==> config.mk <==
export PLATFORM = sky130hd
export DESIGN_NAME = closest_pose_search_gated_unit
export DESIGN_NICKNAME = d
export VERILOG_FILES = /design/src/cpsg_pkg.sv /design/src/closest_pose_search_gated_unit.sv
export VERILOG_INCLUDE_DIRS = /design/src /design/src/src
export SDC_FILE = /design/constraint.sdc
export NUM_CORES = 2
export LEC_CHECK = 0
export BUFFER_PORTS_ARGS = -buffer_cell sky130_fd_sc_hd__buf_2
export CORE_MARGIN = 4
export CORE_UTILIZATION = 62
export CTS_BUF_LIST = sky130_fd_sc_hd__clkbuf_8
export DETAILED_ROUTE_END_ITERATION = 16
export PLACE_DENSITY = 0.87
export SLEW_MARGIN = 20
export SYNTH_ARGS = -nofsm -noshare
export SYNTH_HDL_FRONTEND = slang
export SYNTH_SLANG_ARGS = --single-unit
==> constraint.sdc <==
create_clock -name clk -period 19.7 [get_ports clk]
set_input_delay 3.94 -clock clk [delete_from_list [all_inputs] [get_ports clk]]
set_output_delay 3.94 -clock clk [all_outputs]
set_load 0.005 [all_outputs]
==> src/closest_pose_search_gated_unit_assert.svh <==
// assertion macros for the closest pose search block
`ifndef CLOSEST_POSE_SEARCH_GATED_UNIT_ASSERT_SVH
`define CLOSEST_POSE_SEARCH_GATED_UNIT_ASSERT_SVH

// condition that must hold at every clock edge out of reset
`define CPSG_CHECK(lbl, expr) \
  lbl: assert property (@(posedge clk) disable iff (rst) (expr)) \
    else $error("closest pose search check failed");

// condition that must hold in the cycle after the trigger
`define CPSG_CHECK_NEXT(lbl, ante, cons) \
  lbl: assert property (@(posedge clk) disable iff (rst) (ante) |=> (cons)) \
    else $error("closest pose search check failed");

`endif

==> src/cpsg_pkg.sv <==
// constants and types for the closest pose search block
`default_nettype none

package cpsg_pkg;

  localparam int MAX_POINTS = 4096;
  localparam int COORD_BITS = 24;

  localparam int COUNT_W  = $clog2(MAX_POINTS + 1);
  localparam int INDEX_W  = 12;
  localparam int HEAD_W   = 16;
  localparam int DLIM_W   = 24;
  localparam int HLIM_W   = 16;
  localparam int LIM_SQ_W = 2 * DLIM_W;
  localparam int SQ_W     = 2 * COORD_BITS;
  localparam int DIST_W   = SQ_W + 1;
  localparam int CMP_W    = (DIST_W > LIM_SQ_W) ? DIST_W : LIM_SQ_W;

  localparam int APB_AW = 3;
  localparam int APB_DW = 32;

  localparam logic [DLIM_W-1:0] DLIM_RESET = DLIM_W'(20000);
  localparam logic [HLIM_W-1:0] HLIM_RESET = HLIM_W'(16384);

  // register select, taken from address bit 2
  typedef enum logic {
    REG_DISTANCE_LIMIT = 1'b0,
    REG_HEADING_LIMIT  = 1'b1
  } reg_sel_t;

  // item as accepted
  typedef struct packed {
    logic                         kind;
    logic signed [COORD_BITS-1:0] pos_x;
    logic signed [COORD_BITS-1:0] pos_y;
    logic [HEAD_W-1:0]            heading;
    logic                         last;
  } stage1_t;

  // after differences and gates
  typedef struct packed {
    logic                  restart;
    logic                  take;
    logic                  last;
    logic [INDEX_W-1:0]    index;
    logic [COORD_BITS-1:0] dx;
    logic [COORD_BITS-1:0] dy;
  } stage2_t;

  // after squares
  typedef struct packed {
    logic               restart;
    logic               take;
    logic               last;
    logic [INDEX_W-1:0] index;
    logic [SQ_W-1:0]    sx;
    logic [SQ_W-1:0]    sy;
  } stage3_t;

endpackage

`default_nettype wire

==> src/closest_pose_search_gated_unit.sv <==
// top level of the closest pose search block with distance and heading gates
`default_nettype none

// Nearest path pose search. An item with kind 0 loads the vehicle position and
// heading and opens a new run; each item with kind 1 is one path pose, numbered
// from 0 in the run. A pose counts only if its planar distance is at most
// distance_limit (compared as squares) and its wrapped heading difference is at
// most heading_limit; the nearest such pose wins, ties keep the earlier one. An
// item with last set closes the run and yields one result item (found, index);
// other items yield nothing. Poses past MAX_POINTS in a run are ignored.
// Throughput is one item per clock while no result waits unaccepted at the
// output. The datapath is four register stages: the input register, a stage
// for coordinate and heading differences and the gates, a stage for the two
// squares, and the running-minimum update that also loads the output
// register. The whole pipeline moves together, so input ready drops only
// while a result sits in the output register unaccepted.
// Configuration goes through the APB port: distance_limit at byte address 0,
// heading_limit at byte address 4; the squared limit is refreshed every cycle.
module closest_pose_search_gated_unit (
  input  wire                                     clk,
  input  wire                                     rst,
  // input item channel
  input  wire                                     in_valid,
  output logic                                    in_ready,
  input  wire                                     kind,
  input  wire signed [cpsg_pkg::COORD_BITS-1:0]   pos_x,
  input  wire signed [cpsg_pkg::COORD_BITS-1:0]   pos_y,
  input  wire        [cpsg_pkg::HEAD_W-1:0]       heading,
  input  wire                                     last,
  // result item channel
  output logic                                    out_valid,
  input  wire                                     out_ready,
  output logic                                    found,
  output logic [cpsg_pkg::INDEX_W-1:0]            best_index,
  // configuration port
  input  wire                                     psel,
  input  wire                                     penable,
  input  wire                                     pwrite,
  input  wire  [cpsg_pkg::APB_AW-1:0]             paddr,
  input  wire  [cpsg_pkg::APB_DW-1:0]             pwdata,
  output logic [cpsg_pkg::APB_DW-1:0]             prdata,
  output logic                                    pready
);

  localparam int C = cpsg_pkg::COORD_BITS;

  // configuration registers
  logic [cpsg_pkg::DLIM_W-1:0]   distance_limit;
  logic [cpsg_pkg::HLIM_W-1:0]   heading_limit;
  logic [cpsg_pkg::LIM_SQ_W-1:0] lim_sq;

  // search state
  logic signed [C-1:0]          vehicle_x;
  logic signed [C-1:0]          vehicle_y;
  logic [cpsg_pkg::HEAD_W-1:0]  vehicle_heading;
  logic [cpsg_pkg::COUNT_W-1:0] pose_count;
  logic [cpsg_pkg::COUNT_W-1:0] pose_count_next;
  logic                         have_best;
  logic [cpsg_pkg::DIST_W-1:0]  best_dist;
  logic [cpsg_pkg::INDEX_W-1:0] best_pos;

  // pipeline
  logic              adv;
  logic              v1, v2, v3;
  cpsg_pkg::stage1_t s1;
  cpsg_pkg::stage2_t s2, s2_next;
  cpsg_pkg::stage3_t s3, s3_next;

  // stage 1 datapath
  logic [C:0]                  diff_x, diff_y;
  logic [C:0]                  mag_x, mag_y;
  logic [cpsg_pkg::HEAD_W-1:0] head_diff, head_mag;
  logic                        room, head_ok;

  // stage 3 datapath
  logic [cpsg_pkg::DIST_W-1:0] dist_sq;
  logic                        pass, better, replace, found_next;
  logic [cpsg_pkg::INDEX_W-1:0] pos_next;

  logic cfg_write;

  // ---------------------------------------------------------------------------
  // configuration port
  // ---------------------------------------------------------------------------
  assign pready    = 1'b1;
  assign cfg_write = psel && penable && pwrite && pready;

  always_ff @(posedge clk) begin
    if (rst) begin
      distance_limit <= cpsg_pkg::DLIM_RESET;
      heading_limit  <= cpsg_pkg::HLIM_RESET;
    end else if (cfg_write) begin
      case (cpsg_pkg::reg_sel_t'(paddr[2]))
        cpsg_pkg::REG_DISTANCE_LIMIT: distance_limit <= pwdata[cpsg_pkg::DLIM_W-1:0];
        cpsg_pkg::REG_HEADING_LIMIT:  heading_limit  <= pwdata[cpsg_pkg::HLIM_W-1:0];
        default: ;
      endcase
    end
  end

  always_comb begin
    case (cpsg_pkg::reg_sel_t'(paddr[2]))
      cpsg_pkg::REG_DISTANCE_LIMIT: prdata = cpsg_pkg::APB_DW'(distance_limit);
      cpsg_pkg::REG_HEADING_LIMIT:  prdata = cpsg_pkg::APB_DW'(heading_limit);
      default:                      prdata = '0;
    endcase
  end

  // squared limit, registered from distance_limit
  always_ff @(posedge clk) begin
    lim_sq <= cpsg_pkg::LIM_SQ_W'(distance_limit) * cpsg_pkg::LIM_SQ_W'(distance_limit);
  end

  // ---------------------------------------------------------------------------
  // pipeline advance: everything moves unless a result waits unaccepted at the output
  // ---------------------------------------------------------------------------
  assign adv      = !out_valid || out_ready;
  assign in_ready = adv;

  always_ff @(posedge clk) begin
    if (rst) begin
      v1 <= 1'b0;
      v2 <= 1'b0;
      v3 <= 1'b0;
    end else if (adv) begin
      v1 <= in_valid;
      v2 <= v1;
      v3 <= v2;
    end
  end

  // input register
  always_ff @(posedge clk) begin
    if (adv && in_valid) begin
      s1.kind    <= kind;
      s1.pos_x   <= pos_x;
      s1.pos_y   <= pos_y;
      s1.heading <= heading;
      s1.last    <= last;
    end
  end

  // ---------------------------------------------------------------------------
  // stage 1 -> 2: differences, heading gate, pose numbering
  // ---------------------------------------------------------------------------
  always_comb begin
    diff_x    = {s1.pos_x[C-1], s1.pos_x} - {vehicle_x[C-1], vehicle_x};
    diff_y    = {s1.pos_y[C-1], s1.pos_y} - {vehicle_y[C-1], vehicle_y};
    mag_x     = diff_x[C] ? (~diff_x + 1'b1) : diff_x;
    mag_y     = diff_y[C] ? (~diff_y + 1'b1) : diff_y;
    // binary angles wrap for free; the most negative difference maps to pi
    head_diff = vehicle_heading - s1.heading;
    head_mag  = head_diff[cpsg_pkg::HEAD_W-1] ? (~head_diff + 1'b1) : head_diff;
    head_ok   = head_mag <= heading_limit;
    room      = pose_count < cpsg_pkg::COUNT_W'(cpsg_pkg::MAX_POINTS);

    s2_next.restart = !s1.kind;
    s2_next.take    = s1.kind && room && head_ok;
    s2_next.last    = s1.last;
    s2_next.index   = cpsg_pkg::INDEX_W'(pose_count);
    s2_next.dx      = mag_x[C-1:0];
    s2_next.dy      = mag_y[C-1:0];

    // count restarts on a vehicle item or at the close of a run
    if (!s1.kind || s1.last) begin
      pose_count_next = '0;
    end else if (room) begin
      pose_count_next = pose_count + 1'b1;
    end else begin
      pose_count_next = pose_count;
    end
  end

  always_ff @(posedge clk) begin
    if (rst) begin
      vehicle_x       <= '0;
      vehicle_y       <= '0;
      vehicle_heading <= '0;
      pose_count      <= '0;
    end else if (adv && v1) begin
      pose_count <= pose_count_next;
      if (!s1.kind) begin
        vehicle_x       <= s1.pos_x;
        vehicle_y       <= s1.pos_y;
        vehicle_heading <= s1.heading;
      end
    end
  end

  always_ff @(posedge clk) begin
    if (adv) begin
      s2 <= s2_next;
    end
  end

  // ---------------------------------------------------------------------------
  // stage 2 -> 3: squares
  // ---------------------------------------------------------------------------
  always_comb begin
    s3_next.restart = s2.restart;
    s3_next.take    = s2.take;
    s3_next.last    = s2.last;
    s3_next.index   = s2.index;
    s3_next.sx      = cpsg_pkg::SQ_W'(s2.dx) * cpsg_pkg::SQ_W'(s2.dx);
    s3_next.sy      = cpsg_pkg::SQ_W'(s2.dy) * cpsg_pkg::SQ_W'(s2.dy);
  end

  always_ff @(posedge clk) begin
    if (adv) begin
      s3 <= s3_next;
    end
  end

  // ---------------------------------------------------------------------------
  // stage 3: distance gate, running minimum, result
  // ---------------------------------------------------------------------------
  always_comb begin
    dist_sq = cpsg_pkg::DIST_W'(s3.sx) + cpsg_pkg::DIST_W'(s3.sy);
    pass    = s3.take && (cpsg_pkg::CMP_W'(dist_sq) <= cpsg_pkg::CMP_W'(lim_sq));
    // strict compare keeps the first pose on a tie
    better  = !have_best || (dist_sq < best_dist);
    replace = pass && better;
    found_next = !s3.restart && (have_best || replace);
    pos_next   = replace ? s3.index : best_pos;
  end

  always_ff @(posedge clk) begin
    if (rst) begin
      have_best <= 1'b0;
    end else if (adv && v3) begin
      if (s3.restart || s3.last) begin
        have_best <= 1'b0;
      end else if (replace) begin
        have_best <= 1'b1;
      end
    end
  end

  always_ff @(posedge clk) begin
    if (adv && v3 && replace) begin
      best_dist <= dist_sq;
      best_pos  <= s3.index;
    end
  end

  // output register
  always_ff @(posedge clk) begin
    if (rst) begin
      out_valid <= 1'b0;
    end else if (adv) begin
      out_valid <= v3 && s3.last;
    end
  end

  always_ff @(posedge clk) begin
    if (adv && v3 && s3.last) begin
      found      <= found_next;
      best_index <= found_next ? pos_next : '0;
    end
  end

  // ---------------------------------------------------------------------------
  // checks
  // ---------------------------------------------------------------------------
`include "closest_pose_search_gated_unit_assert.svh"

  `CPSG_CHECK(a_index_zero_when_none, !out_valid || found || (best_index == '0))
  `CPSG_CHECK(a_count_bounded, pose_count <= cpsg_pkg::COUNT_W'(cpsg_pkg::MAX_POINTS))
  `CPSG_CHECK_NEXT(a_close_clears_best, adv && v3 && s3.last, !have_best)

endmodule

`default_nettype wire
==> qor.txt <==
Status -> finished, final reports clean
CP most frequent cell -> buf_2
Max-cap violations -> 0
Pre-CTS setup slack -> 10.83 ns
Relative slew slack -> 0.206
Final ANT Viol Nets -> 0
Busiest layer in global routing -> met2
CTS Root Cell -> clkbuf_8
TritonCTS buffer count -> 78
Number of buffers and inverters on the critical path -> 2
CP max FO -> 32
Die H -> 351 um
Ys Warns -> 0
DRC viols -> 0
Synth top area share -> 0.349
CP top delay family -> buffers and inverters
FMAX -> 113 MHz
Dominant synthesized flop cell -> edfxtp_1
Unrepaired setup endpoints after global routing -> no
Initial DRC count -> 3640
Synth unique cells -> 86
WS Path Type -> in -> out
Placed wire-length estimate -> 134 mm
Final Critical Period -> 8.89 ns
Pin count of the biggest net entering global routing -> 84
Routed wire length -> 167 mm
Seq/Total Area, Yosys -> 0.175
H-tree levels -> 3
Slew at the pin closest to its max-slew limit -> 1.19 ns
Reg2Reg Setup Slack -> 11.09 ns
Yosys top cell by area -> fa_1
Critical Path AT -> 4.95 ns
Vias in the first global route -> 58300
Initial antenna violation count -> 4
Clock skew -> 0.0576 ns
Clk Latency, worst-skew pair -> 0.72 ns
Starting Density -> 0.626
CTS tree -> built
Crit Reg-Reg Startpoint -> distance_limit[8]
TritonCTS Sinks -> 481
Gr usage total -> 0.280
Via count -> 52700
Placed cell area -> 75100 um^2
CP endpoint kind -> output pin
Multi-input gate area -> 51800 um^2
CP cell instances -> buf_2 > mux2_2 > buf_2
Cells after Synth -> 7665
GR Util met2 -> 0.491
Post-synth EDFFs -> 312
Avg Cell Area, Syn -> 9.50 um^2
Layout cell share with drive strength beyond 1 -> 0.0487
Post-CTS Hold Fix Bufs -> 0
Top post-synthesis cells by area -> fa_1 35%, ha_1 13%, edfxtp_1 13%
Final worst-path setup slack -> 10.81 ns
Area grow syn2layout -> 5.41%
Min-Delay Startpoint -> s2[56]
Seq. cell area -> 12800 um^2
Setup Viol. Count Final -> 0
Worst reg2reg path depth -> 24
# port buffers -> 136
Num rows -> 125
WHS Endpoint -> s3[104]
Core ar. -> 116000 um^2
M1 GR Usage -> 0.331
CP max-delay cell -> buf_2
Nets -> 9862
Met3 usage -> 0.0521
Post-Syn Area -> 72800 um^2
CTS resizes -> 0
Hold Path Cell Cnt -> 0
Ports -> 156
Fin. max-slew vios -> 0
Clock-pin transition on the worst setup and hold timing paths -> 0.06 ns
Global route overflow -> 0
Asr flop ratio synth -> 0
Filler cells -> 8379
Gpl congestion -> 0.949
Setup_tns -> 0 ns
Die W -> 351 um
CTS Buffer Depth -> 3
TritonRoute pass-1 iters -> 7
Critical Path RT -> 15.76 ns
Synth Register Bits -> 481
Crit start category -> input pin
Global-route wire length before repair -> 279 mm
Drt wl/cell -> 17.9 um
Hold Crit Class -> reg -> reg
Vias per cell -> 5.65
Post-CTS Setup Bufs -> 0
Max incr delay on CP -> 0.45 ns
Final Cell Area -> 76700 um^2
Post-route clock period utilization -> 0.451
Final Hold Violating Endpoints -> 0
Die ar. -> 123000 um^2
R2R Path End -> lim_sq[44]
[area by class of cell]
| class | instances | share of cell area |
|---|---|---|
| well taps | 1524 | 0.0248 |
| clock inverters | 56 | 0.00543 |
| inverters | 1974 | 0.0965 |
| multi-input cells | 4997 | 0.675 |
| flip-flops and latches | 481 | 0.166 |
| clock buffers | 87 | 0.0156 |
| repair buffers | 203 | 0.0160 |
| diodes | 2 | 0.0000652 |
[sequential cells by signal, indices dropped and copies added (netlist names), 12 cells and up]
signal,count
vehicle_y,24
best_dist,49
best_index,12
vehicle_x,24
s2,63
vehicle_heading,16
lim_sq,47
heading_limit,16
distance_limit,24
s3,109
pose_count,13
best_pos,12
s1,66
[cells by family (layout without fill, tap and decap cells)]
kind of cell / count (synthesis) / after routing / synth area share
buffers and inverters: 2194 / 2320 / 0.114
adder cells (fa/ha/maj): 2019 / 2019 / 0.478
AND/OR/NAND/NOR: 1755 / 1755 / 0.115
AO/OA/AOI/OAI: 882 / 882 / 0.0776
flip-flops: 481 / 481 / 0.175
XOR/XNOR: 311 / 311 / 0.0374
multiplexers: 21 / 21 / 0.00316
other: 2 / 11 / 0.000103
[metal layers]
| layer | vias to the layer above | share of wire |
|---|---|---|
| met5 | - | 0 |
| met4 | 0 | 0.054 |
| met3 | 630 | 0.079 |
| met2 | 2264 | 0.50 |
| met1 | 26100 | 0.36 |
| li1 | 23700 | - |
[cells in the final DEF, fill, tap and decap left out, types with 9 or more instances in the layout]
cell / count
nor2_1: 241
a22o_1: 16
a21o_1: 140
a31oi_1: 38
clkbuf_8: 87
inv_1: 1997
xor2_1: 115
nand4_1: 48
and3_1: 29
and4_1: 10
or3_1: 13
a211o_1: 9
nand3_1: 55
o21a_1: 37
clkinv_2: 11
nand2b_1: 26
clkinv_1: 9
xnor2_1: 196
nand2_1: 783
o31ai_1: 13
nor3_1: 58
a211oi_1: 32
buf_2: 135
o211ai_1: 15
nor4_1: 9
buf_4: 66
nor2b_1: 62
and2_1: 369
a21oi_1: 336
or2_2: 18
o21ai_0: 119
dfxtp_1: 168
conb_1: 9
edfxtp_1: 312
fa_1: 1270
ha_1: 749
mux2_2: 16
o21bai_1: 28
[cells in the mapped netlist (140+ instances only)]
cell / n
edfxtp_1: 312
fa_1: 1270
nor2_1: 244
a21oi_1: 336
dfxtp_1: 169
nand2_1: 783
clkbuf_1: 200
inv_1: 1973
ha_1: 749
and2_1: 370
a21o_1: 140
xnor2_1: 196
[how the worst max path moves through the flow]
stage / from / endpoint / slack [ns] / depth (start not counted)
after global placement: paddr[2] / prdata[13] / 10.83 / 3
after global routing: paddr[2] / prdata[0] / 10.76 / 3
final: paddr[2] / prdata[0] / 10.81 / 3
after CTS: paddr[2] / prdata[0] / 10.83 / 3
after floorplan: out_ready / in_ready / 6.80 / 2
after detailed placement: paddr[2] / prdata[0] / 10.83 / 3
[metrics by stage]
stage / hold WS [ns] / util / instances
2_1_floorplan: 0.400 / - / 7672
3_3_place_gp: 0.402 / 0.645 / 9177
3_5_place_dp: 0.405 / 0.645 / 9177
4_1_cts: 0.420 / 0.659 / 9320
5_1_grt: 0.427 / 0.660 / 9324
6_report: 0.420 / 0.660 / 9324
Power is left out: the tool's default activity adds up to more than one toggle a clock period on the data nets, which glitch-free logic cannot reach.
